<file path="config.mk">
export PLATFORM = sky130hd
export DESIGN_NAME = node_liveness_least_loaded_replica_pick
export DESIGN_NICKNAME = d
export VERILOG_FILES = /design/src/nllrp_pkg.sv /design/src/node_liveness_least_loaded_replica_pick.sv
export SDC_FILE = /design/constraint.sdc
export NUM_CORES = 1
export LEC_CHECK = 0
export BUFFER_PORTS_ARGS = -buffer_cell sky130_fd_sc_hd__buf_2
export CORE_AREA = 2 2 242 244
export CTS_BUF_LIST = sky130_fd_sc_hd__clkbuf_4 sky130_fd_sc_hd__clkbuf_8
export CTS_CLUSTER_DIAMETER = 120
export DETAILED_ROUTE_END_ITERATION = 6
export DIE_AREA = 0 0 244 246
export PLACE_DENSITY_LB_ADDON = 0.25
export SETUP_SLACK_MARGIN = 0.4
export SYNTH_ARGS = -nofsm -noshare
export SYNTH_HDL_FRONTEND = slang
export SYNTH_SLANG_ARGS = --single-unit
</file>
<file path="constraint.sdc">
create_clock -name clk_i -period 4.7 [get_ports clk_i]
set_input_delay 0.47 -clock clk_i [delete_from_list [all_inputs] [get_ports clk_i]]
set_output_delay 0.47 -clock clk_i [all_outputs]
set_load 0.005 [all_outputs]
</file>
<file path="src/nllrp_pkg.sv">
// ----------------------------------------------------------------------------
// nllrp_pkg
// Shared types and constants for the node liveness / replica pick block.
// ----------------------------------------------------------------------------
package nllrp_pkg;

  localparam int unsigned NumNodes    = 16;
  localparam int unsigned MaxReplicas = 8;
  localparam int unsigned NodeW       = $clog2(NumNodes);
  localparam int unsigned CountW      = NodeW + 1;
  localparam int unsigned AgeW        = 8;
  localparam int unsigned LoadW       = 16;
  localparam int unsigned TimeoutW    = 8;
  localparam int unsigned WantW       = 4;
  localparam int unsigned ModeW       = 3;
  localparam int unsigned PaddrW      = 4;

  localparam logic [AgeW-1:0]  AgeMax  = '1;
  localparam logic [LoadW-1:0] LoadMax = '1;

  // request kinds
  localparam logic [ModeW-1:0] ModeTick      = 3'd0;
  localparam logic [ModeW-1:0] ModeHeartbeat = 3'd1;
  localparam logic [ModeW-1:0] ModeSelect    = 3'd2;
  localparam logic [ModeW-1:0] ModeFailover  = 3'd3;
  localparam logic [ModeW-1:0] ModeRecover   = 3'd4;

  // register word indexes
  localparam logic [1:0] RegNodeCount  = 2'd0;
  localparam logic [1:0] RegTimeout    = 2'd1;
  localparam logic [1:0] RegReplicas   = 2'd2;

  typedef enum logic [2:0] {
    ST_IDLE,
    ST_TICK,
    ST_SCAN,
    ST_PICK,
    ST_EMIT
  } state_e;

endpackage

</file>
<file path="src/node_liveness_least_loaded_replica_pick.sv">
// ----------------------------------------------------------------------------
// node_liveness_least_loaded_replica_pick
// Storage node liveness tracker and least-loaded replica target picker.
// ----------------------------------------------------------------------------
// Usage:
//   Requests enter on the s_axis group (tuser = mode, tdata = node and
//   exclude mask). Results leave on the m_axis group; tlast marks the final
//   result of a request. Registers (node count, timeout, replicas wanted) sit
//   on the APB port at 0x0, 0x4, 0x8; the user writes them only while idle (the block itself does not enforce it).
//   One shared scan walks nodes 1..N-1 one per cycle, N = effective count:
//     tick      : ages nodes 1..N-1 in the scan, then one result.
//     heartbeat, failover, recover, unused kinds : accept, then one result.
//     select    : accept, then per pick one scan of nodes 1..N-1 plus
//                 one pick state, for up to eight picks (three of fifteen
//                 storage nodes at the reset setting).
//   The scan counter sets the rate; one request is in flight at a time and
//   s_axis_tready_o is high only in the idle state.
//   The result register decouples the sides: a new request is taken while
//   the previous result still waits. When the receiver stalls, the
//   sequencer waits before loading the next result; nothing is dropped.
//   Reset: all nodes live, ages and loads zero, registers 16 / 10 / 3.
// ----------------------------------------------------------------------------
module node_liveness_least_loaded_replica_pick
  import nllrp_pkg::*;
(
  input  logic               clk_i,
  input  logic               rst_ni,
  // request stream
  input  logic               s_axis_tvalid_i,
  output logic               s_axis_tready_o,
  input  logic [23:0]        s_axis_tdata_i,   // [3:0] node, [19:4] exclude_mask, zero pad
  input  logic [2:0]         s_axis_tuser_i,   // [2:0] mode
  // result stream
  output logic               m_axis_tvalid_o,
  input  logic               m_axis_tready_i,
  output logic [7:0]         m_axis_tdata_o,   // [3:0] chosen_node, [4] status, zero pad
  output logic               m_axis_tuser_o,   // [0] granted
  output logic               m_axis_tlast_o,
  // configuration
  input  logic               psel,
  input  logic               penable,
  input  logic               pwrite,
  input  logic [PaddrW-1:0]  paddr,
  input  logic [31:0]        pwdata,
  output logic [31:0]        prdata,
  output logic               pready
);

  // --- configuration registers ----------------------------------------------
  logic [CountW-1:0]   cfg_count_q;
  logic [TimeoutW-1:0] cfg_timeout_q;
  logic [WantW-1:0]    cfg_want_q;
  logic                cfg_wr;

  assign pready = 1'b1;
  assign cfg_wr = psel & penable & pwrite;

  always_ff @(posedge clk_i or negedge rst_ni) begin
    if (!rst_ni) begin
      cfg_count_q   <= CountW'(NumNodes);
      cfg_timeout_q <= TimeoutW'(10);
      cfg_want_q    <= WantW'(3);
    end else if (cfg_wr) begin
      case (paddr[3:2])
        RegNodeCount: cfg_count_q   <= pwdata[CountW-1:0];
        RegTimeout:   cfg_timeout_q <= pwdata[TimeoutW-1:0];
        RegReplicas:  cfg_want_q    <= pwdata[WantW-1:0];
        default: ;
      endcase
    end
  end

  always_comb begin
    case (paddr[3:2])
      RegNodeCount: prdata = {{(32-CountW){1'b0}}, cfg_count_q};
      RegTimeout:   prdata = {{(32-TimeoutW){1'b0}}, cfg_timeout_q};
      RegReplicas:  prdata = {{(32-WantW){1'b0}}, cfg_want_q};
      default:      prdata = '0;
    endcase
  end

  // --- node state -------------------------------------------------------------
  logic [NumNodes-1:0] alive_q;
  logic [AgeW-1:0]     age_q  [NumNodes];
  logic [LoadW-1:0]    load_q [NumNodes];

  // --- request fields and sequencer state ----------------------------------
  state_e              state_q, state_d;
  logic [NumNodes-1:0] excl_q;
  logic [NumNodes-1:0] picked_q;
  logic [CountW-1:0]   cnt_q;      // effective node count, latched per request
  logic [WantW-1:0]    want_q;     // effective replicas wanted
  logic [WantW-1:0]    k_q;        // picks delivered so far
  logic [NodeW-1:0]    idx_q;      // scan pointer
  logic [NodeW-1:0]    best_q;
  logic [LoadW-1:0]    best_load_q;
  logic                found_q;
  logic                status_q;

  // --- result register ----------------------------------------------------
  logic             out_valid_q;
  logic [NodeW-1:0] out_node_q;
  logic             out_granted_q;
  logic             out_last_q;
  logic             out_status_q;

  // request decode
  logic [ModeW-1:0]    in_mode;
  logic [NodeW-1:0]    in_node;
  logic [NumNodes-1:0] in_excl;
  logic [CountW-1:0]   eff_cnt;
  logic [WantW-1:0]    eff_want;
  logic                in_range;
  logic                accept;

  assign in_mode  = s_axis_tuser_i;
  assign in_node  = s_axis_tdata_i[NodeW-1:0];
  assign in_excl  = s_axis_tdata_i[NodeW+NumNodes-1:NodeW];
  assign eff_cnt  = (cfg_count_q > CountW'(NumNodes)) ? CountW'(NumNodes) : cfg_count_q;
  assign eff_want = (cfg_want_q > WantW'(MaxReplicas)) ? WantW'(MaxReplicas) : cfg_want_q;
  assign in_range = (in_node != '0) && ({1'b0, in_node} < eff_cnt);

  assign s_axis_tready_o = (state_q == ST_IDLE);
  assign accept          = s_axis_tvalid_i & s_axis_tready_o;

  // scan datapath: one node per cycle
  logic            slot_free;
  logic            scan_end;
  logic            cand_here;
  logic            better;
  logic            found_d;
  logic [AgeW-1:0] age_inc;
  logic [NumNodes-1:0] cand_mask;
  logic [NumNodes-1:0] best_bit;
  logic            pick_last;

  assign slot_free = !out_valid_q || m_axis_tready_i;
  assign scan_end  = ({1'b0, idx_q} == (cnt_q - CountW'(1)));
  assign cand_here = alive_q[idx_q] && !excl_q[idx_q] && !picked_q[idx_q];
  assign better    = cand_here && (!found_q || (load_q[idx_q] < best_load_q));
  assign found_d   = found_q || better;
  assign age_inc   = (age_q[idx_q] < AgeMax) ? age_q[idx_q] + AgeW'(1) : age_q[idx_q];

  // candidates left besides the current pick, or the wanted count reached, decide tlast up front
  always_comb begin
    for (int n = 0; n < NumNodes; n++) begin
      cand_mask[n] = alive_q[n] && !excl_q[n] && !picked_q[n] &&
                     (n != 0) && (CountW'(n) < cnt_q);
    end
  end
  assign best_bit  = NumNodes'(1) << best_q;
  assign pick_last = ((k_q + WantW'(1)) == want_q) || !(|(cand_mask & ~best_bit));

  // next state
  always_comb begin
    state_d = state_q;
    case (state_q)
      ST_IDLE: begin
        if (accept) begin
          if (in_mode == ModeTick && eff_cnt > CountW'(1)) begin
            state_d = ST_TICK;
          end else if (in_mode == ModeSelect && eff_cnt > CountW'(1) &&
                       eff_want != '0) begin
            state_d = ST_SCAN;
          end else begin
            state_d = ST_EMIT;
          end
        end
      end
      ST_TICK: if (scan_end) state_d = ST_EMIT;
      ST_SCAN: if (scan_end) state_d = found_d ? ST_PICK : ST_EMIT;
      ST_PICK: if (slot_free) state_d = pick_last ? ST_IDLE : ST_SCAN;
      ST_EMIT: if (slot_free) state_d = ST_IDLE;
      default: state_d = ST_IDLE;
    endcase
  end

  always_ff @(posedge clk_i or negedge rst_ni) begin
    if (!rst_ni) begin
      state_q <= ST_IDLE;
    end else begin
      state_q <= state_d;
    end
  end

  // sequencer working registers
  always_ff @(posedge clk_i or negedge rst_ni) begin
    if (!rst_ni) begin
      idx_q    <= '0;
      k_q      <= '0;
      found_q  <= 1'b0;
      picked_q <= '0;
      status_q <= 1'b0;
      cnt_q    <= '0;
      want_q   <= '0;
      excl_q   <= '0;
    end else begin
      case (state_q)
        ST_IDLE: begin
          if (accept) begin
            idx_q    <= NodeW'(1);
            k_q      <= '0;
            found_q  <= 1'b0;
            picked_q <= '0;
            cnt_q    <= eff_cnt;
            want_q   <= eff_want;
            excl_q   <= in_excl;
            status_q <= (in_mode == ModeFailover || in_mode == ModeRecover) && !in_range;
          end
        end
        ST_TICK: idx_q <= idx_q + NodeW'(1);
        ST_SCAN: begin
          idx_q   <= idx_q + NodeW'(1);
          found_q <= found_d;
        end
        ST_PICK: begin
          if (slot_free) begin
            picked_q <= picked_q | best_bit;
            k_q      <= k_q + WantW'(1);
            idx_q    <= NodeW'(1);
            found_q  <= 1'b0;
          end
        end
        default: ;
      endcase
    end
  end

  // best-so-far payload
  always_ff @(posedge clk_i) begin
    if (state_q == ST_SCAN && better) begin
      best_q      <= idx_q;
      best_load_q <= load_q[idx_q];
    end
  end

  // node state updates
  always_ff @(posedge clk_i or negedge rst_ni) begin
    if (!rst_ni) begin
      alive_q <= '1;
      for (int n = 0; n < NumNodes; n++) begin
        age_q[n]  <= '0;
        load_q[n] <= '0;
      end
    end else begin
      case (state_q)
        ST_IDLE: begin
          if (accept && in_range) begin
            case (in_mode)
              ModeHeartbeat, ModeRecover: begin
                alive_q[in_node] <= 1'b1;
                age_q[in_node]   <= '0;
              end
              ModeFailover: alive_q[in_node] <= 1'b0;
              default: ;
            endcase
          end
        end
        ST_TICK: begin
          age_q[idx_q] <= age_inc;
          if (alive_q[idx_q] && (age_inc > cfg_timeout_q)) begin
            alive_q[idx_q] <= 1'b0;
          end
        end
        ST_PICK: begin
          if (slot_free && best_load_q < LoadMax) begin
            load_q[best_q] <= best_load_q + LoadW'(1);
          end
        end
        default: ;
      endcase
    end
  end

  // result register
  always_ff @(posedge clk_i or negedge rst_ni) begin
    if (!rst_ni) begin
      out_valid_q <= 1'b0;
    end else if ((state_q == ST_PICK || state_q == ST_EMIT) && slot_free) begin
      out_valid_q <= 1'b1;
    end else if (m_axis_tready_i) begin
      out_valid_q <= 1'b0;
    end
  end

  always_ff @(posedge clk_i) begin
    if (state_q == ST_PICK && slot_free) begin
      out_node_q    <= best_q;
      out_granted_q <= 1'b1;
      out_last_q    <= pick_last;
      out_status_q  <= 1'b0;
    end else if (state_q == ST_EMIT && slot_free) begin
      out_node_q    <= '0;
      out_granted_q <= 1'b0;
      out_last_q    <= 1'b1;
      out_status_q  <= status_q;
    end
  end

  assign m_axis_tvalid_o = out_valid_q;
  assign m_axis_tdata_o  = {3'b000, out_status_q, out_node_q};
  assign m_axis_tuser_o  = out_granted_q;
  assign m_axis_tlast_o  = out_last_q;

endmodule
</file>
==> flow_metrics.env, run 1 <==
export IMPL_synth_area_um2=23900
export IMPL_clock_skew_ns=0.0360
export IMPL_wl_per_cell_um=20.2
export IMPL_drc_errors=0
export IMPL_placementRows=88
export IMPL_fmax_mhz=244
export IMPL_final_core_util_pct=47.6
export IMPL_antenna_cells=0
export IMPL_area_growth_pct=14.1
export IMPL_avgSynthCellArea_um2=10.6
export IMPL_grt_pass1_vias=18000
export IMPL_final_common_cell="nand2_1"
export IMPL_die_w_um=244
export IMPL_via_per_inst=5.51
export IMPL_place_area_um2=25000
export IMPL_ctsLongestPathBuffers=3
export IMPL_drive_gt1_share_pct=20.0
export IMPL_cts_sinks=499
export IMPL_gp_congestion=0.877
export IMPL_fin_crit_sh_pct=87.2
export IMPL_core_area_um2=57400
export IMPL_dpl_hpwl_mm=41.2
export IMPL_final_hold_viol_count=0
export IMPL_final_area_um2=27300
export IMPL_firstDrtPassIters=5
export IMPL_vdd_drop_max_mv=0.592
export IMPL_syn_inst=2256
export IMPL_portBuffers=56
export IMPL_die_y_um=246
export IMPL_drt_wl_total_mm=64.0
export IMPL_cp_start_kind="flop"
export IMPL_worstSkewPairLatency_ns=0.69
export IMPL_finalNetCount=2449
export IMPL_r2r_slack_ns=0.60
export IMPL_ant_nets=0
export IMPL_dieArea_um2=60000
export IMPL_arrival_ns=4.70
export IMPL_end_kind="flop"
export IMPL_status="completed"
export IMPL_cts_tree="done"
export IMPL_setup_viol=0
export IMPL_final_cell_mix="nand2_1, dfrtp_1, o21ai_0"
export IMPL_grt_max_degree=127
export IMPL_cts_clk_slew_worst_paths_ns=0.06
export IMPL_yosysWarnings=0
export IMPL_fillers=5251
export IMPL_htree_levels=3
export IMPL_relSlewSlack_pct=13.9
export IMPL_root_buffer="clkbuf_8"
export IMPL_slew_viol_final=0
export IMPL_yosysSeqAreaShare_pct=52.8
export IMPL_cp_required_ns=5.30
export IMPL_grt_ovfl_total=0
export IMPL_initial_core_util_pct=41.7
export IMPL_hold_path_class="input port to flop"
export IMPL_crit_path_max_fanout=8
export IMPL_hold_worst_slack_ns=0.0602
export IMPL_grt_antenna_before_repair=0
export IMPL_cellPowerDensity_nw_per_um2=664
export IMPL_final_setup_tns_ns=0
export IMPL_rsz0062_at_grt="no"
export IMPL_ys_async_sr_fraction_pct=94.6
export IMPL_synth_edf_count=25
export IMPL_synth_cell_types=83
export IMPL_p_leak_nw=12.2
export IMPL_timing_final_crit_period_ns=4.10
export IMPL_tightest_slew_ns=1.28
export IMPL_grt_pass1_wl_mm=102
export IMPL_io_pins=115
export IMPL_critPathKind="flop to flop"
export IMPL_cts_buffers_inserted=91
export IMPL_grt_usage_pct=21.7
export IMPL_maxCapViolCount=0
export IMPL_synth_ff_type="dfrtp_1"
export IMPL_via_count=17500
export IMPL_ys_seq_elements=499
export IMPL_dr_first_iter_drc_count=1331
==> cell families (layout without fill, tap and decap cells) <==
kind of cell    after synthesis  count (layout)  synth area share, %
simple gates                734             734                 13.1
compound gates              575             576                 13.4
flops                       499             499                 52.8
buf+inv                     225             350                 4.50
mux                         159             159                 13.4
fa+ha+maj                    35              35                 1.83
xor+xnor                     27              27                 1.02
other cells                   2              28               0.0314
==> timing repair <==
| item | 4_1_cts | 5_1_grt |
|---|---|---|
| gates resized for setup | 3 | 19 |
| endpoints found under the hold margin | 122 | 0 |
| pin swaps | 1 | 1 |
| endpoints found under the setup margin | 36 | 36 |
| setup buffers | 5 | 6 |
| hold buffers | 22 | 0 |
| cloned | 0 | 2 |
==> power breakdown <==
part	internal, W	switching [W]
Clock	0.00248	0.00185
Combinational	0.00290	0.00419
Sequential	0.00577	0.000940
Total	0.0112	0.00699
==> registers in the layout, indices dropped and copies added (netlist names), 5 cells and up, named ones only <==
register,flops
cnt_q,5
cfg_timeout_q,8
load_q,256
picked_q,16
age_q,128
excl_q,16
cfg_count_q,5
best_load_q,16
==> cells in the mapped netlist, drive strengths merged (9+ instances only) <==
cell type  instances  area share (%)
inv               55            0.86
nor2             119             1.9
and2              10            0.26
nand3             56             1.2
clkbuf           102             1.6
dfstp             21             2.3
nor3              14            0.31
a21oi             96             2.0
edfxtp            25             3.1
mux4             122              12
nand2            459             7.3
nand2b            20            0.52
a31oi             21            0.55
mux2i              9            0.43
nor2b             18            0.47
o21ai            395             8.4
ha                35             1.8
xnor2             22            0.84
buf               68             2.0
mux2              28             1.3
dfrtp            451              47
==> per-layer routing <==
layer | global-route usage (%) | vias up | routed length (µm)
li1 | - | 8076 | -
met1 | 28.2 | 8738 | 27100
met2 | 36.3 | 519 | 31200
met3 | 4.43 | 135 | 3830
met4 | 7.69 | 0 | 1870
met5 | 0 | - | 0
==> cell type report <==
type / instances / area, µm² / area share (%)
sequential: 499 / 12600 / 46.3
multi-input combinational: 1559 / 10400 / 38.2
clock buffer: 142 / 1750 / 6.42
timing repair buffer: 138 / 1170 / 4.29
tap: 765 / 957 / 3.50
inverter: 55 / 206 / 0.756
clock inverter: 15 / 159 / 0.582
==> worst max-delay path: stages (launching register included) <==
cell and delay, ns:
dfrtp_4 0.52, buf_4 0.15, mux4_1 0.59, mux4_2 0.54, inv_1 0.12, nor3b_4 0.07, nand3_4 0.14, mux2i_4 0.24
inv_1 0.06, ha_1 0.28, nor2b_1 0.14, o21a_1 0.16, o21ai_1 0.12, nand2b_1 0.07, a21oi_1 0.19, o21ai_2 0.13
a41o_4 0.33, o21ai_1 0.16
==> final timing paths <==
kind	start	endpoint	cells past startpoint
max	idx_q[0]	flop	17
min	pwdata[1]	cfg_timeout_q[1]	3
max reg2reg	idx_q[0]	flop	17
min reg2reg	flop	flop	2
max in group asynchronous	rst_ni	age_q[7]	3
min in group asynchronous	rst_ni	k_q[3]	2
==> through the flow <==
step           setup slack, ns  cells  power [W]
3_3_place_gp             0.153   2981     0.0134
4_1_cts                  0.406   3165     0.0181
5_1_grt                  0.393   3173     0.0194
6_report                 0.602   3173     0.0181
2_1_floorplan            0.549   2282     0.0116
3_5_place_dp             0.102   2981     0.0136
(Power assumes the default switching activity.)
==> run 2: changes to the inputs <==
--- a/config.mk
+++ b/config.mk
@@ -13,6 +13,7 @@
 export DIE_AREA = 0 0 244 246
 export PLACE_DENSITY_LB_ADDON = 0.25
 export SETUP_SLACK_MARGIN = 0.4
+export SLEW_MARGIN = 20
 export SYNTH_ARGS = -nofsm -noshare
 export SYNTH_HDL_FRONTEND = slang
 export SYNTH_SLANG_ARGS = --single-unit
==> constraint.sdc (replaced) <==
create_clock -name clk_i -period 4.7 [get_ports clk_i]
set_input_delay 0.235 -clock clk_i [delete_from_list [all_inputs] [get_ports clk_i]]
set_output_delay 0.235 -clock clk_i [all_outputs]
set_load 0.005 [all_outputs]
==> flow_metrics.env, run 2 (synthesis results as in run 1) <==
export IMPL_dpl_hpwl_mm=41.8
export IMPL_fmax_mhz=237
export IMPL_fin_crit_sh_pct=89.9
export IMPL_vdd_drop_max_mv=0.525
export IMPL_cts_buffers_inserted=88
export IMPL_hold_path_class="input port to flop"
export IMPL_die_y_um=246
export IMPL_die_w_um=244
export IMPL_hold_worst_slack_ns=0.0448
export IMPL_drive_gt1_share_pct=21.0
export IMPL_r2r_slack_ns=0.47
export IMPL_setup_viol=0
export IMPL_rsz0062_at_grt="yes"
export IMPL_critPathKind="flop to flop"
export IMPL_relSlewSlack_pct=31.3
export IMPL_portBuffers=56
export IMPL_tightest_slew_ns=1.03
export IMPL_clock_skew_ns=0.0554
export IMPL_top_register="load_q"
export IMPL_cts_tree="done"
export IMPL_max_stage_delay_ns=0.50
export IMPL_grt_pass1_vias=18100
export IMPL_via_count=17600
export IMPL_final_common_cell="nand2_1"
export IMPL_p_leak_nw=12.4
export IMPL_drc_errors=0
export IMPL_reg2regPathDepth=18
export IMPL_initial_core_util_pct=41.7
export IMPL_crit_start="idx_q[0]"
export IMPL_final_setup_tns_ns=0
export IMPL_cts_sinks=499
export IMPL_end_kind="flop"
export IMPL_dieArea_um2=60000
export IMPL_final_hold_viol_count=0
export IMPL_htree_levels=3
export IMPL_grt_pass1_wl_mm=103
export IMPL_slew_viol_final=0
export IMPL_ctsLongestPathBuffers=3
export IMPL_gp_congestion=0.886
export IMPL_cp_required_ns=5.29
export IMPL_cts_clk_slew_worst_paths_ns=0.06
export IMPL_cp_start_kind="flop"
export IMPL_crit_path_top_delay_cell="dfrtp_4"
export IMPL_dr_first_iter_drc_count=1449
export IMPL_largest_reg_flops=256
export IMPL_regToRegStartpoint="idx_q[0]"
export IMPL_grt_ovfl_total=0
export IMPL_final_core_util_pct=48.1
export IMPL_grt_usage_pct=22.1
export IMPL_worstSkewPairLatency_ns=0.72
export IMPL_wl_per_cell_um=20.4
export IMPL_arrival_ns=4.82
export IMPL_final_cell_mix="nand2_1, dfrtp_1, o21ai_0"
export IMPL_via_per_inst=5.50
export IMPL_status="completed"
export IMPL_drt_wl_total_mm=65.4
export IMPL_grt_max_degree=120
export IMPL_core_area_um2=57400
export IMPL_crit_path_max_fanout=8
export IMPL_grt_antenna_before_repair=1
export IMPL_finalNetCount=2471
export IMPL_timing_final_crit_period_ns=4.23
export IMPL_root_buffer="clkbuf_8"
export IMPL_cp_cell_sequence="clkbuf_4, buf_4, mux4_2, a22oi_1, nand2_1, ha_2, nand3_4, mux2i_4, inv_1, ha_1, nor2b_1, o21a_1, o21ai_0, nand2b_1, a21oi_1, o21ai_2, a41o_4, a31oi_1"
export IMPL_reg_top3="load_q: 256 flops, age_q: 128 flops"
export IMPL_firstDrtPassIters=5
export IMPL_worst_hold_path_num_cells=5
export IMPL_placementRows=88
export IMPL_ant_nets=0
export IMPL_cellPowerDensity_nw_per_um2=664
export IMPL_io_pins=115
export IMPL_area_growth_pct=15.4
export IMPL_maxCapViolCount=0
==> run 2: changes by cell type in the layout (fill, tap and decap cells not counted), moves of 4 or more <==
| cell | change |
|---|---|
| buf_12 | -5 |
| buf_4 | +17 |
| clkinv_2 | +6 |
| dlygate4sd3_1 | +12 |
| o21ai_0 | +4 |
| o21ai_1 | -4 |
| xnor2_1 | -12 |
| xnor2_2 | +12 |
==> run 2: what timing repair did <==
action                                 CTS  global route
gates resized for setup                  4            13
hold buffers                            34             0
pin swaps                                0             1
setup endpoints to repair               35            36
cloned                                   0             2
endpoints found under the hold margin  150             0
setup buffers                            5             8
==> run 2: worst min path at each step <==
stage                 start             end  slack, ns
floorplan            rst_ni        age_q[0]      -0.06
global placement     rst_ni       want_q[3]       0.39
detailed placement   rst_ni       want_q[3]       0.39
CTS                 penable  cfg_count_q[4]      0.004
global route        penable  cfg_count_q[4]       0.07
finish              penable  cfg_count_q[4]       0.04
==> run 2: layer usage <==
layer / GRT usage [%] / wire [µm] / up-vias
met5: 0 / 0 / -
met4: 7.50 / 1580 / 0
met3: 3.55 / 3450 / 121
met2: 36.9 / 31800 / 505
met1: 29.5 / 28600 / 8858
li1: - / - / 8143
==> run 2: power breakdown <==
group | leakage [nW] | switching, W | internal (W)
combinational | 5.23 | 0.00429 | 0.00298
clock | 1.05 | 0.00190 | 0.00250
sequential | 6.13 | 0.000917 | 0.00577
==> run 2: final cells by class <==
type | count | area [µm²]
Antenna cell | 1 | 2.50
Sequential cell | 499 | 12600
Tap cell | 765 | 957
Timing Repair Buffer | 163 | 1340
Inverter | 55 | 206
Clock inverter | 23 | 224
Multi-Input combinational cell | 1559 | 10500
Fill cell | 5268 | 29700
Clock buffer | 140 | 1750
==> run 2: critical path, delay by kind of cell, from the launching register on <==
family	cells	cell delay, ns
compound gates	7	1.45
fa+ha+maj	2	0.57
buf+inv	3	0.40
flops	1	0.50
mux	2	0.70
simple gates	4	0.50
==> run 2: stage by stage <==
stage,power [W],area [µm²],instances,setup slack [ns]
global route,0.0196,27600,3205,0.300
global placement,0.0134,25000,2992,0.0853
finish,0.0184,27600,3205,0.473
CTS,0.0183,27400,3194,0.410
detailed placement,0.0137,25000,2992,0.0442
floorplan,0.0116,24000,2282,0.549
==> run 3: changes to the inputs <==
==> constraint.sdc (replaced) <==
create_clock -name clk_i -period 4.7 [get_ports clk_i]
set_input_delay 0.94 -clock clk_i [delete_from_list [all_inputs] [get_ports clk_i]]
set_output_delay 0.94 -clock clk_i [all_outputs]
set_load 0.005 [all_outputs]
==> flow_metrics.env, run 3 (synthesis results as in run 1) <==
export IMPL_top_register="load_q"
export IMPL_cts_sinks=499
export IMPL_largest_reg_flops=256
export IMPL_crit_path_top_delay_cell="mux4_2"
export IMPL_die_w_um=244
export IMPL_cp_start_kind="flop"
export IMPL_reg_top3="load_q: 256 flops, age_q: 128 flops"
export IMPL_cts_buffers_inserted=89
export IMPL_clock_skew_ns=0.0335
export IMPL_grt_pass1_wl_mm=101
export IMPL_timing_final_crit_period_ns=4.22
export IMPL_cellPowerDensity_nw_per_um2=672
export IMPL_multi_input_area_um2=10600
export IMPL_cts_tree="done"
export IMPL_gp_congestion=0.903
export IMPL_maxCapViolCount=0
export IMPL_end_kind="flop"
export IMPL_grt_ovfl_total=0
export IMPL_slew_viol_final=0
export IMPL_firstDrtPassIters=7
export IMPL_tightest_slew_ns=0.997
export IMPL_grt_pass1_vias=17900
export IMPL_fillers=5217
export IMPL_htree_levels=3
export IMPL_final_hold_viol_count=0
export IMPL_relSlewSlack_pct=33.1
export IMPL_vdd_drop_max_mv=0.467
export IMPL_finalNetCount=2441
export IMPL_final_setup_tns_ns=0
export IMPL_p_leak_nw=12.3
export IMPL_drive_gt1_share_pct=21.5
export IMPL_critPathKind="flop to flop"
export IMPL_placementRows=88
export IMPL_setup_viol=0
export IMPL_drt_wl_total_mm=63.7
export IMPL_ant_nets=0
export IMPL_max_stage_delay_ns=0.55
export IMPL_status="completed"
export IMPL_hold_buffers=0
export IMPL_rsz0062_at_grt="no"
export IMPL_grt_antenna_before_repair=1
export IMPL_grt_max_degree=123
export IMPL_initial_core_util_pct=41.7
export IMPL_arrival_ns=4.64
export IMPL_r2r_slack_ns=0.48
export IMPL_dr_first_iter_drc_count=1288
export IMPL_cts_clk_slew_worst_paths_ns=0.07
export IMPL_cp_required_ns=5.11
export IMPL_cp_cell_sequence="buf_12, buf_12, buf_4, mux4_2, mux4_2, ha_1, nand3_1, nor3_4, o2111ai_2, o221a_4"
export IMPL_hold_path_class="input port to asynchronous set/reset pin"
export IMPL_grt_usage_pct=21.4
export IMPL_via_per_inst=5.56
export IMPL_worstSkewPairLatency_ns=0.69
export IMPL_seqCellArea_um2=12600
export IMPL_io_pins=115
export IMPL_area_growth_pct=14.3
export IMPL_ctsLongestPathBuffers=3
export IMPL_crit_path_max_fanout=29
export IMPL_dpl_hpwl_mm=41.2
export IMPL_dieArea_um2=60000
export IMPL_final_common_cell="nand2_1"
export IMPL_core_area_um2=57400
export IMPL_root_buffer="clkbuf_8"
export IMPL_fin_crit_sh_pct=89.8
export IMPL_via_count=17600
export IMPL_wl_per_cell_um=20.1
export IMPL_finalPower_w=0.0184
export IMPL_portBuffers=56
export IMPL_fmax_mhz=237
export IMPL_drc_errors=0
export IMPL_die_y_um=246
export IMPL_final_cell_mix="nand2_1, dfrtp_1, o21ai_0"
==> run 3: per-stage QoR <==
step	hold WS (ns)	area (µm²)	std cells	utilization [%]	setup WS, ns
floorplan	0.419	24000	2282	-	0.549
global placement	0.437	25000	2989	43.6	0.191
detailed placement	0.456	25000	2989	43.6	0.228
CTS	0.320	27000	3153	47.0	0.401
global route	0.355	27400	3173	47.7	0.342
finish	0.328	27400	3173	47.7	0.478
==> run 3: area by class of cell <==
class | count | area share, %
diodes | 1 | 0.00914
clock inverters | 24 | 0.617
multi-input cells | 1562 | 38.8
flip-flops and latches | 499 | 46.2
repair buffers | 129 | 3.83
inverters | 55 | 0.754
clock buffers | 138 | 6.35
well taps | 765 | 3.50
==> run 3: critical path: cells and delay by family, from the launching register on <==
kind / cells / cell delay [ns]
compound gates: 2 / 0.74
fa+ha+maj: 1 / 0.30
buf+inv: 3 / 0.71
flops: 1 / 0.43
mux: 2 / 1.07
simple gates: 2 / 0.68
==> run 3: per-layer routing <==
metal,global-route usage (%),vias up,routed length [µm]
li1,-,8103,-
met1,29.0,8879,27800
met2,35.1,525,30800
met3,3.38,127,3390
met4,7.23,0,1640
met5,0,-,0
==> run 3: final timing paths <==
check | startpoint | end | cells past startpoint
max in group asynchronous | rst_ni | load_q[200] | 2
worst min register to register | flop | flop | 2
min in group clk_i | s_axis_tdata_i[14] | excl_q[10] | 3
worst min-delay path | rst_ni | k_q[3] | 1
worst max-delay path | idx_q[0] | best_load_q[5] | 10
worst max register to register | idx_q[0] | best_load_q[5] | 10
==> run 3: repair_timing <==
action / 4_1_cts / 5_1_grt
resized for setup: 4 / 28
endpoints found under the setup margin: 36 / 36
cloned: 0 / 6
pin swaps: 1 / 4
buffers inserted: 2 / 13
==> run 3: report_power, final <==
part	leakage, nW	switching, W	total [W]	internal (W)
Sequential	6.13	0.000913	0.00668	0.00577
Combinational	5.14	0.00435	0.00747	0.00312
Clock	1.01	0.00187	0.00425	0.00237
